## config.mk

```make
export PLATFORM = sky130hd
export DESIGN_NAME = kcc_arith
export DESIGN_NICKNAME = d
export VERILOG_FILES = /design/src/sv/kernel_convolution_clamp_core_macros.svh /design/src/sv/kcc_pkg.sv /design/src/sv/kcc_arith.sv
export SDC_FILE = /design/constraint.sdc
export NUM_CORES = 1
export LEC_CHECK = 0
export ABC_CLOCK_PERIOD_IN_PS = 9700
export BUFFER_PORTS_ARGS = -buffer_cell sky130_fd_sc_hd__buf_4
export CAP_MARGIN = 30
export CORE_MARGIN = 5
export CORE_UTILIZATION = 35
export CTS_CLUSTER_DIAMETER = 100
export CTS_CLUSTER_SIZE = 10
export DETAILED_ROUTE_END_ITERATION = 10
export GPL_ROUTABILITY_DRIVEN = 0
export GPL_TIMING_DRIVEN = 0
export SKIP_LAST_GASP = 1
export SYNTH_ARGS = -nofsm -noshare
export SYNTH_HDL_FRONTEND = slang
export SYNTH_SLANG_ARGS = --single-unit
```

## constraint.sdc

```tcl
create_clock -name clk -period 9.7 [get_ports clk]
set_clock_uncertainty 0.2 [all_clocks]
set_input_delay 0.97 -clock clk [delete_from_list [all_inputs] [get_ports clk]]
set_output_delay 0.97 -clock clk [all_outputs]
set_load 0.03 [all_outputs]
```

## src/sv/kernel_convolution_clamp_core_macros.svh

```systemverilog
// assertion helpers shared by the convolution core
`ifndef KERNEL_CONVOLUTION_CLAMP_CORE_MACROS_SVH
`define KERNEL_CONVOLUTION_CLAMP_CORE_MACROS_SVH

// same-cycle implication, sampled on clk, off during reset
`define KCC_ASSERT_NOW(label, cond, cons) \
    label: assert property (@(posedge clk) disable iff (!rst_n) (cond) |-> (cons)) \
        else $error("kcc same-cycle check failed");

// next-cycle implication, sampled on clk, off during reset
`define KCC_ASSERT_NEXT(label, cond, cons) \
    label: assert property (@(posedge clk) disable iff (!rst_n) (cond) |=> (cons)) \
        else $error("kcc next-cycle check failed");

`endif

```

## src/sv/kcc_pkg.sv

```systemverilog
package kcc_pkg;

    // defaults for top level parameters
    localparam int DEF_MAX_WIDTH  = 4096;
    localparam int DEF_PIXEL_BITS = 16;
    localparam int HEIGHT_LIMIT   = 4096;

    // port widths fixed by the register and field list
    localparam int CFG_INDEX_W = 3;
    localparam int CFG_DATA_W  = 48;
    localparam int GEOM_W      = 13;
    localparam int ROW_W       = 14;
    localparam int LEVEL_W     = 16;
    localparam int WEIGHT_W    = 16;

    // register indexes
    localparam logic [CFG_INDEX_W-1:0] REG_W_TOP    = 3'd0;
    localparam logic [CFG_INDEX_W-1:0] REG_W_MID    = 3'd1;
    localparam logic [CFG_INDEX_W-1:0] REG_W_BOT    = 3'd2;
    localparam logic [CFG_INDEX_W-1:0] REG_DIVISOR  = 3'd3;
    localparam logic [CFG_INDEX_W-1:0] REG_WIDTH    = 3'd4;
    localparam logic [CFG_INDEX_W-1:0] REG_HEIGHT   = 3'd5;
    localparam logic [CFG_INDEX_W-1:0] REG_MAXLEVEL = 3'd6;

    // opcodes
    localparam logic OP_PIXEL = 1'b0;
    localparam logic OP_DRAIN = 1'b1;

    // window tap selection for one result
    typedef struct packed {
        logic [1:0] lc;
        logic [1:0] mc;
        logic [1:0] rc;
        logic [1:0] tr;
        logic [1:0] br;
    } sel_t;

endpackage

```

## src/sv/kcc_arith.sv

```systemverilog
module kcc_arith #(
    parameter int PIXEL_BITS = kcc_pkg::DEF_PIXEL_BITS
) (
    input  logic                                   clk,
    input  logic                                   rst_n,
    input  logic                                   start,
    input  kcc_pkg::sel_t                          sel,
    input  logic [8:0][PIXEL_BITS-1:0]             win,
    input  logic [kcc_pkg::CFG_DATA_W-1:0]         weights_top,
    input  logic [kcc_pkg::CFG_DATA_W-1:0]         weights_mid,
    input  logic [kcc_pkg::CFG_DATA_W-1:0]         weights_bot,
    input  logic [kcc_pkg::WEIGHT_W-1:0]           divisor,
    input  logic [kcc_pkg::LEVEL_W-1:0]            top_level,
    output logic                                   done,
    output logic [kcc_pkg::LEVEL_W-1:0]            result
);

    localparam int PROD_W = PIXEL_BITS + kcc_pkg::WEIGHT_W + 1;
    localparam int SUM_W  = PROD_W + 4;
    localparam int NUM_W  = SUM_W + 1;
    localparam int DEN_W  = kcc_pkg::WEIGHT_W + 2;
    localparam int STEP_W = $clog2(NUM_W + 1);

    localparam logic [2:0] P_IDLE  = 3'd0;
    localparam logic [2:0] P_MAC   = 3'd1;
    localparam logic [2:0] P_SIGN  = 3'd2;
    localparam logic [2:0] P_DIV   = 3'd3;
    localparam logic [2:0] P_CLAMP = 3'd4;

    logic [2:0]                 phase_reg;
    logic [STEP_W-1:0]          step_reg;
    logic [1:0]                 row_cnt_reg;
    logic [1:0]                 col_cnt_reg;
    kcc_pkg::sel_t              sel_reg;
    logic signed [PROD_W-1:0]   prod_reg;
    logic signed [SUM_W-1:0]    acc_reg;
    logic [NUM_W-1:0]           num_reg;
    logic [DEN_W-1:0]           rem_reg;
    logic [DEN_W-1:0]           den_reg;
    logic                       neg_reg;
    logic                       done_reg;
    logic [kcc_pkg::LEVEL_W-1:0] result_reg;

    logic [1:0]                 rsel;
    logic [1:0]                 csel;
    logic [3:0]                 win_idx;
    logic [PIXEL_BITS-1:0]      pix;
    logic [kcc_pkg::CFG_DATA_W-1:0] wrow;
    logic [kcc_pkg::WEIGHT_W-1:0]   wsel;
    logic signed [PROD_W-1:0]   prod;
    logic signed [16:0]         dx;
    logic [16:0]                ad;
    logic [SUM_W-1:0]           as_mag;
    logic [DEN_W:0]             trial;

    // tap and weight for the current term
    always_comb
    begin
        case (row_cnt_reg)
            2'd0:    rsel = sel_reg.tr;
            2'd1:    rsel = 2'd1;
            default: rsel = sel_reg.br;
        endcase
        case (col_cnt_reg)
            2'd0:    csel = sel_reg.lc;
            2'd1:    csel = sel_reg.mc;
            default: csel = sel_reg.rc;
        endcase
        case (row_cnt_reg)
            2'd0:    wrow = weights_top;
            2'd1:    wrow = weights_mid;
            default: wrow = weights_bot;
        endcase
        case (col_cnt_reg)
            2'd0:    wsel = wrow[15:0];
            2'd1:    wsel = wrow[31:16];
            default: wsel = wrow[47:32];
        endcase
    end

    assign win_idx = ({2'b0, rsel} << 1) + {2'b0, rsel} + {2'b0, csel};
    assign pix     = win[win_idx];
    assign prod    = $signed(wsel) * $signed({1'b0, pix});

    // magnitudes for the divide
    assign dx     = {divisor[15], divisor};
    assign ad     = dx[16] ? 17'(-dx) : 17'(dx);
    assign as_mag = acc_reg[SUM_W-1] ? SUM_W'(-acc_reg) : SUM_W'(acc_reg);
    assign trial  = {rem_reg, num_reg[NUM_W-1]};

    // sequencer: multiply-accumulate, sign, restoring divide (skipped for a zero divisor), clamp
    always_ff @(posedge clk or negedge rst_n)
    begin
        if (!rst_n)
        begin
            phase_reg <= P_IDLE;
            done_reg  <= 1'b0;
        end
        else
        begin
            done_reg <= 1'b0;
            unique case (phase_reg)
                P_IDLE:
                begin
                    if (start)
                    begin
                        phase_reg <= P_MAC;
                    end
                end
                P_MAC:
                begin
                    if (step_reg == STEP_W'(9))
                    begin
                        phase_reg <= P_SIGN;
                    end
                end
                P_SIGN:
                begin
                    phase_reg <= (divisor == '0) ? P_CLAMP : P_DIV;
                end
                P_DIV:
                begin
                    if (step_reg == STEP_W'(NUM_W - 1))
                    begin
                        phase_reg <= P_CLAMP;
                    end
                end
                P_CLAMP:
                begin
                    done_reg  <= 1'b1;
                    phase_reg <= P_IDLE;
                end
                default:
                begin
                    phase_reg <= P_IDLE;
                end
            endcase
        end
    end

    // datapath
    always_ff @(posedge clk)
    begin
        case (phase_reg)
            P_IDLE:
            begin
                if (start)
                begin
                    sel_reg     <= sel;
                    step_reg    <= '0;
                    row_cnt_reg <= '0;
                    col_cnt_reg <= '0;
                    acc_reg     <= '0;
                end
            end
            P_MAC:
            begin
                prod_reg <= prod;
                if (step_reg != '0)
                begin
                    acc_reg <= acc_reg + SUM_W'(prod_reg);
                end
                step_reg <= step_reg + STEP_W'(1);
                if (col_cnt_reg == 2'd2)
                begin
                    col_cnt_reg <= '0;
                    row_cnt_reg <= row_cnt_reg + 2'd1;
                end
                else
                begin
                    col_cnt_reg <= col_cnt_reg + 2'd1;
                end
            end
            P_SIGN:
            begin
                step_reg <= '0;
                rem_reg  <= '0;
                den_reg  <= {ad, 1'b0};
                if (divisor == '0)
                begin
                    neg_reg <= acc_reg[SUM_W-1];
                    num_reg <= NUM_W'(as_mag);
                end
                else
                begin
                    neg_reg <= acc_reg[SUM_W-1] ^ divisor[15];
                    num_reg <= {as_mag, 1'b0} + NUM_W'(ad);
                end
            end
            P_DIV:
            begin
                step_reg <= step_reg + STEP_W'(1);
                if (trial >= {1'b0, den_reg})
                begin
                    rem_reg <= DEN_W'(trial - {1'b0, den_reg});
                    num_reg <= {num_reg[NUM_W-2:0], 1'b1};
                end
                else
                begin
                    rem_reg <= trial[DEN_W-1:0];
                    num_reg <= {num_reg[NUM_W-2:0], 1'b0};
                end
            end
            P_CLAMP:
            begin
                if (neg_reg)
                begin
                    result_reg <= '0;
                end
                else if (num_reg > NUM_W'(top_level))
                begin
                    result_reg <= top_level;
                end
                else
                begin
                    result_reg <= num_reg[kcc_pkg::LEVEL_W-1:0];
                end
            end
            default:
            begin
            end
        endcase
    end

    assign done   = done_reg;
    assign result = result_reg;

endmodule

```

Yosys cells after proc, flatten, opt, wreduce, memory -nomap -nowiden
Cells that the tools add are included.
- register bits: 184
- bits of input ports: 333
- output and inout port bits: 17
- add/sub/neg operators: 10
- multipliers: 1
- order comparisons: 3
- equality and inequality tests: 14
- multiplexer cells: 31
- bitwise operators: 1
- reduce and logical (&&, ||, !) cells: 15
- operators with widths (cell ; count):
    37-bit 2-to-1 mux ; 3
    48-bit one-hot mux with 2 select lines ; 1
    38-bit one-hot mux with 2 select lines ; 1
    37-bit one-hot mux with 2 select lines ; 1
    16-bit binary-select mux with 4-bit select ; 1
    38-bit by 17-bit adder with 38-bit output ; 1
    38-bit by 16-bit greater-than comparator with 1-bit output ; 1
    38-bit 2-to-1 mux ; 1
    37-bit by 33-bit adder with 37-bit output ; 1
    37-bit negation ; 1
    18-bit one-hot mux with 2 select lines ; 1
    16-bit by 17-bit multiplier with 33-bit output ; 1
    16-bit 2-to-1 mux ; 2
    16-bit one-hot mux with 2 select lines ; 1
    19-bit by 18-bit greater-or-equal comparator with 1-bit output ; 1
    18-bit 2-to-1 mux ; 1
    6-bit one-hot mux with 3 select lines ; 1
    18-bit subtractor ; 1
    17-bit 2-to-1 mux ; 1
    16-bit negation with 17-bit output ; 1
    16-bit logical NOT ; 1
    2-bit one-hot mux with 2 select lines ; 4
    3-bit 2-to-1 mux ; 4
    3-bit one-hot mux with 4 select lines ; 1
    25 further kinds ; 42

Longest topological paths before layout
- depth after elaboration: 7
- mapped depth: 41

Worst setup path after synthesis
Ideal clock, no wire load.
- path kind: reg2reg
- start point: register row_cnt_reg[0]
- end point: register prod_reg[31] (data pin)
- setup time: 0.258 ns
- data arrival time: 9.712 ns
- data required time: 9.242 ns
- path slack: -0.469 ns
- cell stages (with the launch flop): 39
- period minus slack after synthesis: 10.169 ns
- cells stage by stage: edfxtp_1 inv_1 ha_1 clkbuf_1 clkbuf_1 buf_1 nor3b_1 a21oi_1 fa_1 inv_1 ha_1 inv_1 fa_1 clkbuf_1 clkbuf_1 mux2_2 a22oi_1 clkbuf_1 [3 not listed] fa_1 inv_1 fa_1 fa_1 fa_1 inv_1 fa_1 inv_1 ha_1 a21o_1 a21o_1 a2111oi_0 o311ai_0 o221ai_1 nor3_1 o31a_1 nor2_1 xnor2_1
- word-level cells in the longest chain between the ends: 7
- elaborated cells between the ends (all ways): 10
- classes of those cells: 2 x add/sub; 1 x mul; 1 x eq/ne; 5 x mux; 1 x reduce/logical
- ends and longest elaborated chain (element ; line ; source):
    start: declaration ; kcc_arith.sv:32 ; logic [1:0] row_cnt_reg;
    start signal: assignment ; kcc_arith.sv:167 ; row_cnt_reg <= row_cnt_reg + 2'd1;
    2-bit by 1-bit equality test with 1-bit output or 2-bit logical NOT (tied branches) ; kcc_arith.sv:59, kcc_arith.sv:69 ;
    2-bit one-hot mux with 2 select lines ; kcc_arith.sv:59 ; case (row_cnt_reg)
    3-bit by 2-bit adder with 4-bit output ; kcc_arith.sv:81 ; assign win_idx = ({2'b0, rsel} << 1) + {2'b0, rsel} + {2'b0, csel};
    4-bit by 2-bit adder with 4-bit output ; kcc_arith.sv:81 ;
    16-bit binary-select mux with 4-bit select ; kcc_arith.sv:82 ; assign pix = win[win_idx];
    16-bit 2-to-1 mux (not written as such) ; kcc_arith.sv:82 ;
    16-bit by 17-bit multiplier with 33-bit output * ; kcc_arith.sv:83 ; assign prod = $signed(wsel) * $signed({1'b0, pix});
    named net prod[31] ; kcc_arith.sv:50 ; logic signed [PROD_W-1:0] prod;
    end signal: assignment ; kcc_arith.sv:158 ; prod_reg <= prod;
    end: declaration ; kcc_arith.sv:35 ; logic signed [PROD_W-1:0] prod_reg;
The timed path passes the listed nets; every way through them passes the cells marked *. The select of a mux whose other input is x is not followed.
A chain may end at the register's enable or synchronous reset.

Worst setup path after layout
- start point: register col_cnt_reg[0]
- end point: register prod_reg[31] (data pin)
- word-level cells in the longest chain between the ends: 6
- elaborated cells between the ends (all ways): 8
- classes of those cells: 1 x add/sub; 1 x mul; 1 x eq/ne; 4 x mux; 1 x reduce/logical
- ends and longest elaborated chain (element ; line ; source):
    start: declaration ; kcc_arith.sv:33 ; logic [1:0] col_cnt_reg;
    start signal: assignment ; kcc_arith.sv:171 ; col_cnt_reg <= col_cnt_reg + 2'd1;
    2-bit by 1-bit equality test with 1-bit output or 2-bit logical NOT (tied branches) ; kcc_arith.sv:64, kcc_arith.sv:74 ;
    2-bit one-hot mux with 2 select lines ; kcc_arith.sv:64 ; case (col_cnt_reg)
    4-bit by 2-bit adder with 4-bit output ; kcc_arith.sv:81 ;
    16-bit binary-select mux with 4-bit select ; kcc_arith.sv:82 ;
    16-bit 2-to-1 mux (not written as such) ; kcc_arith.sv:82 ;
    16-bit by 17-bit multiplier with 33-bit output * ; kcc_arith.sv:83 ;
    named net prod[31] ; kcc_arith.sv:50 ;
Marks and branches as above.

==> metrics <==
Yosys top cell area share 22.7%; type of the tightest min-delay check primary input to asynchronous set/reset pin; vias in the first global route 21,200; # H-tree levels 4; CP peak stage delay about 0.57 ns; clock root cell clkbuf_16; std cell rows 95; Top FF cell, synth edfxtp_1; CP endpoint kind flop; Final nets 3,837; max reg flops 38; Cell variety after synth 84; synth top area cells edfxtp_1 23%, fa_1 17%, ha_1 11%, inv_1 5.3%, nand2_1 4.9%; status complete, no violations; min cycle time layout roughly 9.4 ns; YS warnings 0; final WL approximately 74,000 um; CTS Hold Bufs 0; clk sinks 184; input/output buffers around 350; drt drc 0; Gate Count Post-Synth 2,650; Avg Inst Size Synth ~9 um2; Highest Clock Rate ~0.11 GHz; die width about 270 um; Post-synth EDFFs 180; Longest Clk Path Bufs 2; clock-pin slew on the worst setup and hold paths ~0.08 ns; Vias about 21,000; first-pass GRT wire length around 120,000 um; startpoint types flop; Max-slew headroom a little under a third; DIE AREA around 73,000 um2; grt total ovfl 0; final setup fails 0; required time of the critical path just under 10 ns; share of layout cells above drive strength 1 roughly 22%; Die Y about 270 um; pre-CTS setup slack -2.04 ns; first drt pass iteration count 5; area grow syn2layout 24.4%; leading area contributor after synthesis edfxtp_1; Final Hold Viols 0; CTS tree yes; Clock Latency Late Sink 0.46 ns; Slew @ Worst Pin 1.03 ns; ys async rst share under 10%; number of antenna violations at the first check in global routing 3; Detailed Place HPWL around 62,000 um; worst-path fanout max 7; commonest non-fill, non-tap cell in the layout buf_4; max-cap violations 0; routed len/inst around 19 um; Crit path top cell by count inv_2; critical path type flop to flop; Starting Density 35.3%; Final Cycle Share 96.7%; Post-Syn Area approximately 24,000 um2; WP data arrival about 9.4 ns; Via density approximately 5.2; I/O Pins 350; Initial DRC Count ~1,200; number of buffers created by CTS 17; Total Routing Usage GR 19.8%; largest net degree at the start of global routing 39; setup slack after layout between 0.3 and 0.4 ns; RSZ-0062 raised after global routing true; sequential cell area fraction in the yosys report approximately 23%; core area 67,300 um2; Slew Viols, Final 0; Synth Register Bits between 150 and 200; commonest non-fill, non-tap cells in the layout 419 x buf_4, 318 x inv_1, 309 x nand2_1; crit path max-delay cell type fa_2; antenna-violating nets left 0
kinds of logic after synthesis:
logic type	Yosys count	synth area share [%]
flops	184	23.2
compound gates	480	13.7
fa+ha+maj	416	28.2
mux	75	4.93
other cells	1	0.0158
simple gates	914	17.8
buf+inv	437	6.90
xor+xnor	143	5.27
path summary, 6_finish.rpt:
path / slack (ns) / from / depth (start not counted) / end
min in group clk: 0.39 / num_reg[20] / 1 / num_reg[21]
worst min-delay path: 0.09 / rst_n / 1 / phase_reg[2]
max in group asynchronous: 9.10 / rst_n / 1 / phase_reg[0]
worst min register to register: 0.39 / num_reg[20] / 1 / num_reg[21]
worst max-delay path: 0.32 / col_cnt_reg[0] / 38 / prod_reg[31]
worst max register to register: 0.32 / col_cnt_reg[0] / 38 / prod_reg[31]
layout make-up:
cell class,instances,area (um2)
Tap cell,873,1090
Sequential cell,184,5510
Buffer,90,527
Timing Repair Buffer,431,3340
Antenna cell,3,7.51
Fill cell,6606,37700
Multi-Input combinational cell,2030,17200
Inverter,334,1260
Clock inverter,15,206
Clock buffer,17,425
timing repair:
action                                  in CTS  in global routing
buffers inserted                            35                 37
endpoints found under the setup margin      24                 13
pin swaps                                   17                 66
cloned                                       0                  2
gates resized for setup                     96                 99
critical path: cells and delay by family, from the launching register on:
family | cells | cell delay (ns)
adder cells (fa/ha/maj) | 11 | 4.44
AO/OA/AOI/OAI | 9 | 2.00
buffers and inverters | 13 | 1.42
flip-flops | 1 | 0.44
multiplexers | 1 | 0.30
AND/OR/NAND/NOR | 3 | 0.21
XOR/XNOR | 1 | 0.09
metal layers:
metal,routed length [um],GRT usage (%)
met1,30500,24.0
met5,0,0
met2,36900,35.2
met3,3580,2.94
met4,3300,8.11
cell usage after synthesis, types with 13 or more instances:
master	count
ha_1	217
a21o_1	39
nand2b_1	39
nor2_1	292
or2_2	13
a22oi_1	59
o31ai_1	16
fa_1	199
mux2i_1	26
buf_1	14
a31oi_1	17
nor3_1	53
mux4_2	32
and3_1	21
a22o_1	17
and2_1	21
xnor2_1	97
xor2_1	46
a211oi_1	17
or3_1	20
clkbuf_1	89
edfxtp_1	180
nand2_1	311
mux2_2	17
nand4_1	18
nor2b_1	25
nor4_1	16
o21ai_0	94
nand3_1	46
a21oi_1	103
inv_1	334
through the flow:
step | instance area (um2) | hold slack, ns | cells | util [%] | TNS [ns]
after floorplan | 23800 | 0.323 | 2651 | - | 0
after global placement | 27500 | 0.374 | 3872 | 40.9 | -30.98
final | 29600 | 0.0921 | 3977 | 44.0 | 0
after CTS | 28800 | 0.0699 | 3936 | 42.9 | 0
after global routing | 29600 | 0.0749 | 3977 | 44.0 | -0.0491
after detailed placement | 27600 | 0.370 | 3881 | 41.1 | -31.87
Power is not shown: default switching activity piles up to over one toggle a cycle in this logic, so the estimate is an artifact.
